<file path="src/sv/md5d_pkg.sv">
// md5d_pkg: constants and round tables shared by the md5 digest block
`default_nettype none

package md5d_pkg;

   // chaining word initial values
   localparam logic [31:0] INIT_A = 32'h67452301;
   localparam logic [31:0] INIT_B = 32'hefcdab89;
   localparam logic [31:0] INIT_C = 32'h98badcfe;
   localparam logic [31:0] INIT_D = 32'h10325476;

   // first padding byte after the message
   localparam logic [7:0] PAD_BYTE = 8'h80;

   // byte count width (bit length wraps modulo 2^64)
   localparam int unsigned COUNT_W = 61;

   // additive round constant for round idx
   function automatic logic [31:0] round_key(input logic [5:0] idx);
      logic [31:0] k;
      case (idx)
         6'd0:  k = 32'hd76aa478;
         6'd1:  k = 32'he8c7b756;
         6'd2:  k = 32'h242070db;
         6'd3:  k = 32'hc1bdceee;
         6'd4:  k = 32'hf57c0faf;
         6'd5:  k = 32'h4787c62a;
         6'd6:  k = 32'ha8304613;
         6'd7:  k = 32'hfd469501;
         6'd8:  k = 32'h698098d8;
         6'd9:  k = 32'h8b44f7af;
         6'd10: k = 32'hffff5bb1;
         6'd11: k = 32'h895cd7be;
         6'd12: k = 32'h6b901122;
         6'd13: k = 32'hfd987193;
         6'd14: k = 32'ha679438e;
         6'd15: k = 32'h49b40821;
         6'd16: k = 32'hf61e2562;
         6'd17: k = 32'hc040b340;
         6'd18: k = 32'h265e5a51;
         6'd19: k = 32'he9b6c7aa;
         6'd20: k = 32'hd62f105d;
         6'd21: k = 32'h02441453;
         6'd22: k = 32'hd8a1e681;
         6'd23: k = 32'he7d3fbc8;
         6'd24: k = 32'h21e1cde6;
         6'd25: k = 32'hc33707d6;
         6'd26: k = 32'hf4d50d87;
         6'd27: k = 32'h455a14ed;
         6'd28: k = 32'ha9e3e905;
         6'd29: k = 32'hfcefa3f8;
         6'd30: k = 32'h676f02d9;
         6'd31: k = 32'h8d2a4c8a;
         6'd32: k = 32'hfffa3942;
         6'd33: k = 32'h8771f681;
         6'd34: k = 32'h6d9d6122;
         6'd35: k = 32'hfde5380c;
         6'd36: k = 32'ha4beea44;
         6'd37: k = 32'h4bdecfa9;
         6'd38: k = 32'hf6bb4b60;
         6'd39: k = 32'hbebfbc70;
         6'd40: k = 32'h289b7ec6;
         6'd41: k = 32'heaa127fa;
         6'd42: k = 32'hd4ef3085;
         6'd43: k = 32'h04881d05;
         6'd44: k = 32'hd9d4d039;
         6'd45: k = 32'he6db99e5;
         6'd46: k = 32'h1fa27cf8;
         6'd47: k = 32'hc4ac5665;
         6'd48: k = 32'hf4292244;
         6'd49: k = 32'h432aff97;
         6'd50: k = 32'hab9423a7;
         6'd51: k = 32'hfc93a039;
         6'd52: k = 32'h655b59c3;
         6'd53: k = 32'h8f0ccc92;
         6'd54: k = 32'hffeff47d;
         6'd55: k = 32'h85845dd1;
         6'd56: k = 32'h6fa87e4f;
         6'd57: k = 32'hfe2ce6e0;
         6'd58: k = 32'ha3014314;
         6'd59: k = 32'h4e0811a1;
         6'd60: k = 32'hf7537e82;
         6'd61: k = 32'hbd3af235;
         6'd62: k = 32'h2ad7d2bb;
         default: k = 32'heb86d391;
      endcase
      return k;
   endfunction

   // left rotate amount, selected by {round group, round low bits}
   function automatic logic [4:0] rot_amount(input logic [3:0] sel);
      logic [4:0] s;
      case (sel)
         4'd0:  s = 5'd7;
         4'd1:  s = 5'd12;
         4'd2:  s = 5'd17;
         4'd3:  s = 5'd22;
         4'd4:  s = 5'd5;
         4'd5:  s = 5'd9;
         4'd6:  s = 5'd14;
         4'd7:  s = 5'd20;
         4'd8:  s = 5'd4;
         4'd9:  s = 5'd11;
         4'd10: s = 5'd16;
         4'd11: s = 5'd23;
         4'd12: s = 5'd6;
         4'd13: s = 5'd10;
         4'd14: s = 5'd15;
         default: s = 5'd21;
      endcase
      return s;
   endfunction

endpackage

`default_nettype wire

</file>
<file path="src/sv/md5_digest.sv">
// md5_digest: byte-serial md5 hash with one shared round unit
`default_nettype none

// channel   dir   handshake               payload
// req       in    req_tvalid/req_tready   tdata msg_byte, tuser byte_valid,
//                                         tlast end_of_message
// rsp       out   rsp_tvalid/rsp_tready   tdata word_a..word_d (128 bits)
//
// a word that does not complete a block is taken in S_IDLE, so bytes stream at one per
// cycle while req_tready is high; a word that completes a block runs 64 rounds through
// the single round unit, then folds into the chaining words in S_ADD
// an end-of-message word adds one or two padding blocks (S_PAD1, S_PAD2), each compressed
// like a full block, then S_OUT loads the result register; req_tready is low throughout
// synchronous reset restores the initial chaining words and a zero byte count
// the result register holds a digest while the next message streams in; S_OUT waits
// only when a second digest is ready before the first is taken

module md5_digest (
   input  wire logic         clock,
   input  wire logic         reset,
   // input words
   input  wire logic         req_tvalid,
   output logic              req_tready,
   input  wire logic [7:0]   req_tdata,   // [7:0] msg_byte
   input  wire logic         req_tuser,   // [0] byte_valid
   input  wire logic         req_tlast,   // end_of_message
   // digest words
   output logic              rsp_tvalid,
   input  wire logic         rsp_tready,
   output logic [127:0]      rsp_tdata    // [31:0] word_a, [63:32] word_b,
                                          // [95:64] word_c, [127:96] word_d
);
   import md5d_pkg::*;

   // sequencer states
   localparam logic [2:0] S_IDLE  = 3'd0;
   localparam logic [2:0] S_ROUND = 3'd1;
   localparam logic [2:0] S_ADD   = 3'd2;
   localparam logic [2:0] S_PAD1  = 3'd3;
   localparam logic [2:0] S_PAD2  = 3'd4;
   localparam logic [2:0] S_OUT   = 3'd5;

   // what follows a compression
   localparam logic [1:0] POST_IDLE = 2'd0;
   localparam logic [1:0] POST_PAD1 = 2'd1;
   localparam logic [1:0] POST_PAD2 = 2'd2;
   localparam logic [1:0] POST_OUT  = 2'd3;

   logic [2:0]         state_ff, state_in;
   logic [1:0]         post_ff, post_in;
   logic [5:0]         round_ff, round_in;
   logic [31:0]        a_ff, a_in, b_ff, b_in, c_ff, c_in, d_ff, d_in;
   logic [31:0]        ch_a_ff, ch_a_in, ch_b_ff, ch_b_in;
   logic [31:0]        ch_c_ff, ch_c_in, ch_d_ff, ch_d_in;
   logic [31:0]        blk_ff [16];
   logic [31:0]        blk_in [16];
   logic [COUNT_W-1:0] count_ff, count_in;
   logic               rsp_valid_ff, rsp_valid_in;
   logic [127:0]       rsp_data_ff, rsp_data_in;

   // round unit signals
   logic [31:0] fval;
   logic [3:0]  gidx;
   logic [3:0]  mi;
   logic [31:0] tsum;
   logic [4:0]  samt;
   logic [63:0] rot_wide;
   logic [31:0] b_next;
   logic [63:0] bit_len;
   logic [5:0]  pos;

   assign pos     = count_ff[5:0];
   assign bit_len = {count_ff, 3'b000};

   // one md5 round: boolean function, message index, add chain, rotate
   always_comb begin
      mi = round_ff[3:0];
      case (round_ff[5:4])
         2'd0: begin
            fval = (b_ff & c_ff) | (~b_ff & d_ff);
            gidx = mi;
         end
         2'd1: begin
            fval = (d_ff & b_ff) | (~d_ff & c_ff);
            gidx = 4'((mi << 2) + mi + 4'd1);
         end
         2'd2: begin
            fval = b_ff ^ c_ff ^ d_ff;
            gidx = 4'((mi << 1) + mi + 4'd5);
         end
         default: begin
            fval = c_ff ^ (b_ff | ~d_ff);
            gidx = 4'((mi << 3) - mi);
         end
      endcase
      tsum     = fval + a_ff + round_key(round_ff) + blk_ff[gidx];
      samt     = rot_amount({round_ff[5:4], round_ff[1:0]});
      rot_wide = {tsum, tsum} << samt;
      b_next   = b_ff + rot_wide[63:32];
   end

   // sequencer and datapath next values
   always_comb begin
      logic [5:0] idx;
      state_in     = state_ff;
      post_in      = post_ff;
      round_in     = round_ff;
      a_in         = a_ff;
      b_in         = b_ff;
      c_in         = c_ff;
      d_in         = d_ff;
      ch_a_in      = ch_a_ff;
      ch_b_in      = ch_b_ff;
      ch_c_in      = ch_c_ff;
      ch_d_in      = ch_d_ff;
      blk_in       = blk_ff;
      count_in     = count_ff;
      rsp_valid_in = rsp_valid_ff & ~rsp_tready;
      rsp_data_in  = rsp_data_ff;
      idx          = 6'd0;

      case (state_ff)
         S_IDLE: begin
            if (req_tvalid) begin
               if (req_tuser) begin
                  // place the byte; the first lane of a word clears the rest
                  if (pos[1:0] == 2'd0) begin
                     blk_in[pos[5:2]] = {24'd0, req_tdata};
                  end else begin
                     blk_in[pos[5:2]][pos[1:0]*8 +: 8] = req_tdata;
                  end
                  count_in = count_ff + COUNT_W'(1);
               end
               if (req_tuser && pos == 6'd63) begin
                  post_in  = req_tlast ? POST_PAD1 : POST_IDLE;
                  a_in     = ch_a_ff;
                  b_in     = ch_b_ff;
                  c_in     = ch_c_ff;
                  d_in     = ch_d_ff;
                  round_in = 6'd0;
                  state_in = S_ROUND;
               end else if (req_tlast) begin
                  state_in = S_PAD1;
               end
            end
         end

         S_ROUND: begin
            a_in     = d_ff;
            d_in     = c_ff;
            c_in     = b_ff;
            b_in     = b_next;
            round_in = round_ff + 6'd1;
            if (round_ff == 6'd63) begin
               state_in = S_ADD;
            end
         end

         S_ADD: begin
            ch_a_in = ch_a_ff + a_ff;
            ch_b_in = ch_b_ff + b_ff;
            ch_c_in = ch_c_ff + c_ff;
            ch_d_in = ch_d_ff + d_ff;
            case (post_ff)
               POST_PAD1: state_in = S_PAD1;
               POST_PAD2: state_in = S_PAD2;
               POST_OUT:  state_in = S_OUT;
               default:   state_in = S_IDLE;
            endcase
         end

         S_PAD1: begin
            // keep message bytes, marker byte at pos, zeros after
            for (int w = 0; w < 16; w++) begin
               for (int l = 0; l < 4; l++) begin
                  idx = 6'(w * 4 + l);
                  if (idx == pos) begin
                     blk_in[w][l*8 +: 8] = PAD_BYTE;
                  end else if (idx > pos) begin
                     blk_in[w][l*8 +: 8] = 8'd0;
                  end
               end
            end
            if (pos < 6'd56) begin
               blk_in[14] = bit_len[31:0];
               blk_in[15] = bit_len[63:32];
               post_in    = POST_OUT;
            end else begin
               post_in    = POST_PAD2;
            end
            a_in     = ch_a_ff;
            b_in     = ch_b_ff;
            c_in     = ch_c_ff;
            d_in     = ch_d_ff;
            round_in = 6'd0;
            state_in = S_ROUND;
         end

         S_PAD2: begin
            // extra block of zeros and the bit length
            for (int w = 0; w < 14; w++) begin
               blk_in[w] = 32'd0;
            end
            blk_in[14] = bit_len[31:0];
            blk_in[15] = bit_len[63:32];
            post_in    = POST_OUT;
            a_in       = ch_a_ff;
            b_in       = ch_b_ff;
            c_in       = ch_c_ff;
            d_in       = ch_d_ff;
            round_in   = 6'd0;
            state_in   = S_ROUND;
         end

         S_OUT: begin
            // hand the digest to the result register and start a new message
            if (!rsp_valid_ff || rsp_tready) begin
               rsp_valid_in = 1'b1;
               rsp_data_in  = {ch_d_ff, ch_c_ff, ch_b_ff, ch_a_ff};
               ch_a_in      = INIT_A;
               ch_b_in      = INIT_B;
               ch_c_in      = INIT_C;
               ch_d_in      = INIT_D;
               count_in     = '0;
               state_in     = S_IDLE;
            end
         end

         default: begin
            state_in = S_IDLE;
         end
      endcase
   end

   // control and chaining registers
   always_ff @(posedge clock) begin
      if (reset) begin
         state_ff     <= S_IDLE;
         post_ff      <= POST_IDLE;
         round_ff     <= 6'd0;
         ch_a_ff      <= INIT_A;
         ch_b_ff      <= INIT_B;
         ch_c_ff      <= INIT_C;
         ch_d_ff      <= INIT_D;
         count_ff     <= '0;
         rsp_valid_ff <= 1'b0;
      end else begin
         state_ff     <= state_in;
         post_ff      <= post_in;
         round_ff     <= round_in;
         ch_a_ff      <= ch_a_in;
         ch_b_ff      <= ch_b_in;
         ch_c_ff      <= ch_c_in;
         ch_d_ff      <= ch_d_in;
         count_ff     <= count_in;
         rsp_valid_ff <= rsp_valid_in;
      end
   end

   // working words, block buffer and result payload
   always_ff @(posedge clock) begin
      a_ff        <= a_in;
      b_ff        <= b_in;
      c_ff        <= c_in;
      d_ff        <= d_in;
      blk_ff      <= blk_in;
      rsp_data_ff <= rsp_data_in;
   end

   assign req_tready = (state_ff == S_IDLE);
   assign rsp_tvalid = rsp_valid_ff;
   assign rsp_tdata  = rsp_data_ff;

endmodule

`default_nettype wire
</file>
<file path="config.mk">
export PLATFORM = sky130hd
export DESIGN_NAME = md5_digest
export DESIGN_NICKNAME = d
export VERILOG_FILES = /design/src/sv/md5d_pkg.sv /design/src/sv/md5_digest.sv
export SDC_FILE = /design/constraint.sdc
export NUM_CORES = 2
export LEC_CHECK = 0
export BUFFER_PORTS_ARGS = -buffer_cell sky130_fd_sc_hd__clkbuf_2
export CORE_MARGIN = 3
export CORE_UTILIZATION = 50
export DETAILED_ROUTE_END_ITERATION = 10
export HOLD_SLACK_MARGIN = 0.1
export PLACE_DENSITY = 0.75
export SLEW_MARGIN = 15
export SYNTH_ARGS = -nofsm -noshare
export SYNTH_HDL_FRONTEND = slang
export SYNTH_SLANG_ARGS = --single-unit
</file>
<file path="constraint.sdc">
create_clock -name clock -period 12.7 [get_ports clock]
set_input_delay 1.905 -clock clock [delete_from_list [all_inputs] [get_ports clock]]
set_output_delay 1.905 -clock clock [all_outputs]
set_load 0.03 [all_outputs]
</file>
==> results_dict.tcl <==
set metrics [dict create \
    status "finished clean" \
    syn_nets 7154 \
    clock_latency_ps 790 \
    overflow 0 \
    grt_pass1_wl_um 340000 \
    synth_most_common_cell "nand2_1" \
    worstSetupPathType "reg2reg" \
    initial_core_util_pct 50.6 \
    fin_crit_ps 11990 \
    grt_max_degree 132 \
    synthTopCellsByArea "edfxtp_1 36%, dfxtp_1 7.5%, nand2_1 7.1%" \
    antenna_found_initial 7 \
    io_buffers 143 \
    stdcell_count 8524 \
    maxSlewHeadroom_pct 9.80 \
    yosys.area.top_type "edfxtp_1" \
    crit_buf_inv 5 \
    h-tree-depth 3 \
    cts_sinks 1006 \
    place_inst 8307 \
    drive_gt1_share_pct 10.2 \
    cts_made_buffers 108 \
    power_frac_clock_pct 22.7 \
    ctsHoldBuffers 0 \
    netSwitchingFraction_pct 41.3 \
    wl_per_cell_um 26.9 \
    die_w_um 363 \
    core.rowCount 130 \
    crit_arrival_ps 12470 \
    synth_commonest_cells "1200 x nand2_1, 768 x edfxtp_1, 655 x o21ai_0, 559 x a21oi_1, 429 x nor2_1" \
    root_buffer "clkbuf_16" \
    synthArstFlopShare_pct 0 \
    cts_tree "yes" \
    finalHoldViolCount 0 \
    ys_types 75 \
    yosys_warnings 0 \
    pwr-share-seq_pct 28.8 \
    avgSynthCellArea_um2 9.30 \
    slowest_delay_ps 970 \
    wl_um 229000 \
    finalNetCount 7072 \
    synth-main-ff-cell "edfxtp_1" \
    die_area_um2 132000 \
    setup_viol 0 \
    finalCritPeriodShare_pct 94.4 \
    area_delta_synth_final_pct 9.42 \
    maxCapViolations 0 \
    final-max-slew-violation-count 0 \
    firstDrtPassIters 8 \
    detail-route-antenna-nets 0 \
    synth.top_cell.area_share_pct 36.2 \
    crit_path_top_delay_cell "mux4_4" \
    syn_inst 6853 \
    track_usage_pct 33.7 \
    syn_area_um2 63800 \
    multi_input_area_um2 33500 \
    crit_path_start_kind "flop" \
    holdWs_ps 495 \
    cts.path.max_buffers 3 \
    fin_setup_tns_ps 0 \
    hp-class "reg2reg" \
    gp_congestion 1.02 \
    drc 0 \
    rsz0062_at_grt "no" \
    ir_drop_uv 226 \
    cp-end-kind "flop" \
    tightest_slew_ps 1350 \
    critPathTopFamily "compound AO/OA/AOI/OAI gates" \
    p_int_mw 8.74 \
    critPathMaxFanout 35 \
    clock.fmax_mhz 83.4 \
    synth_edf_count 768 \
    seq_area_frac_synth_pct 43.6 \
    finClkSkew_ps 61.5 \
    cpMostUsedCell "inv_1" \
    comb_power_share_pct 48.5 \
    dieHeight_um 363 \
    drtIter0Drc 8765 \
    num_io_pins 144 \
    post-dp-hpwl_um 161000 \
    clkSlewWorstSetupHoldPaths_ps 60 \
    required_ps 13180 \
    fillCellCount 11000 \
    p_per_area_nw_per_um2 213 \
    leakage_nw 26.4 \
    first_global_vias 54100 \
    viasPerCell 6.72 \
    ys_ff_latch 1006 \
    num_vias 57300 \
    p_sw_mw 6.15 \
    coreArea_um2 126000 \
    register_area_um2 27800 \
]
==> logic make-up after synthesis <==
kind of cell	count (synthesis)	share of synthesized area, %
compound gates	2103	20.0
simple gates	2221	14.9
fa+ha+maj	287	6.43
buf+inv	692	4.09
mux	295	7.44
flops	1006	43.6
xor+xnor	249	3.42
==> per-stage QoR <==
stage               setup WS, ps  cell area (um2)  utilization (%)  power (mW)
finish                       709            69800             55.4        14.9
global route                31.6            69800             55.3        15.7
CTS                          874            69700             55.3        14.7
detailed placement           910            65900             52.3        11.4
global placement            1200            65900             52.3        11.2
floorplan                   2710            63800                -        9.47
==> placed cells by master (no fill, tap or decap), types with 72 or more instances in the layout <==
cell	Yosys	routed
mux4_2	138	137
dfxtp_1	238	235
clkbuf_16	0	111
buf_4	0	118
a22oi_1	72	72
o22ai_1	155	155
edfxtp_1	768	768
nand2_1	1200	1197
nor2_1	429	413
a31oi_1	86	86
a21o_1	95	95
nor3_1	163	163
mux2i_1	105	105
nand3_1	145	145
xor2_1	119	119
xnor2_1	130	128
a21oi_1	559	558
o211ai_1	111	111
inv_1	224	222
clkbuf_2	0	143
a22o_1	80	80
ha_1	219	218
o21ai_0	655	650
==> worst reg2reg max path, delay by kind of cell (launching register included) <==
family | cells | cell delay (ps)
simple gates | 3 | 480
flops | 1 | 550
xor+xnor | 3 | 520
compound gates | 17 | 4810
fa+ha+maj | 6 | 2460
mux | 5 | 2170
buf+inv | 5 | 710
==> final cells by class <==
type	instances	area share (%)
antenna	8	0.0287
clock buffer	146	4.34
clock inverter	59	1.07
inverter	233	1.27
multi-input combinational	5155	48.0
sequential	1006	39.9
tap	1650	2.96
timing repair buffer	267	2.43
==> power groups by stage <==
stage / logic (mW) / clock network, mW / registers, mW
after CTS: 7.07 / 3.38 / 4.27
after global routing: 7.92 / 3.52 / 4.31
after floorplan: 5.30 / 0 / 4.16
after detailed placement: 7.02 / 0 / 4.34
after global placement: 6.88 / 0 / 4.33
final: 7.23 / 3.38 / 4.29
==> layer usage <==
| layer | track usage, % | vias to the layer above | part of all wire [%] |
|---|---|---|---|
| met5 | 0 | - | 0 |
| met4 | 22.2 | 0 | 7.8 |
| met3 | 7.81 | 922 | 12 |
| met2 | 52.3 | 4156 | 44 |
| met1 | 42.3 | 27100 | 36 |
| li1 | - | 25100 | - |
==> worst paths after layout <==
path,startpoint,to,slack [ps],cells past startpoint
max reg2reg,round_ff[2]$_SDFFE_PP0P_,b_ff[31]$_DFFE_PP_,710,39
min,ch_c_ff[30]$_SDFFE_PP0P_,ch_c_ff[30]$_SDFFE_PP0P_,490,2
max,round_ff[2]$_SDFFE_PP0P_,b_ff[31]$_DFFE_PP_,710,39
min reg2reg,ch_c_ff[30]$_SDFFE_PP0P_,ch_c_ff[30]$_SDFFE_PP0P_,490,2
==> what timing repair did <==
| action | in CTS | in global routing |
|---|---|---|
| endpoints found under the setup margin | 0 | 3 |
| buffers inserted | 0 | 2 |
| gates resized for setup | 0 | 2 |
(Power assumes the default switching activity.)
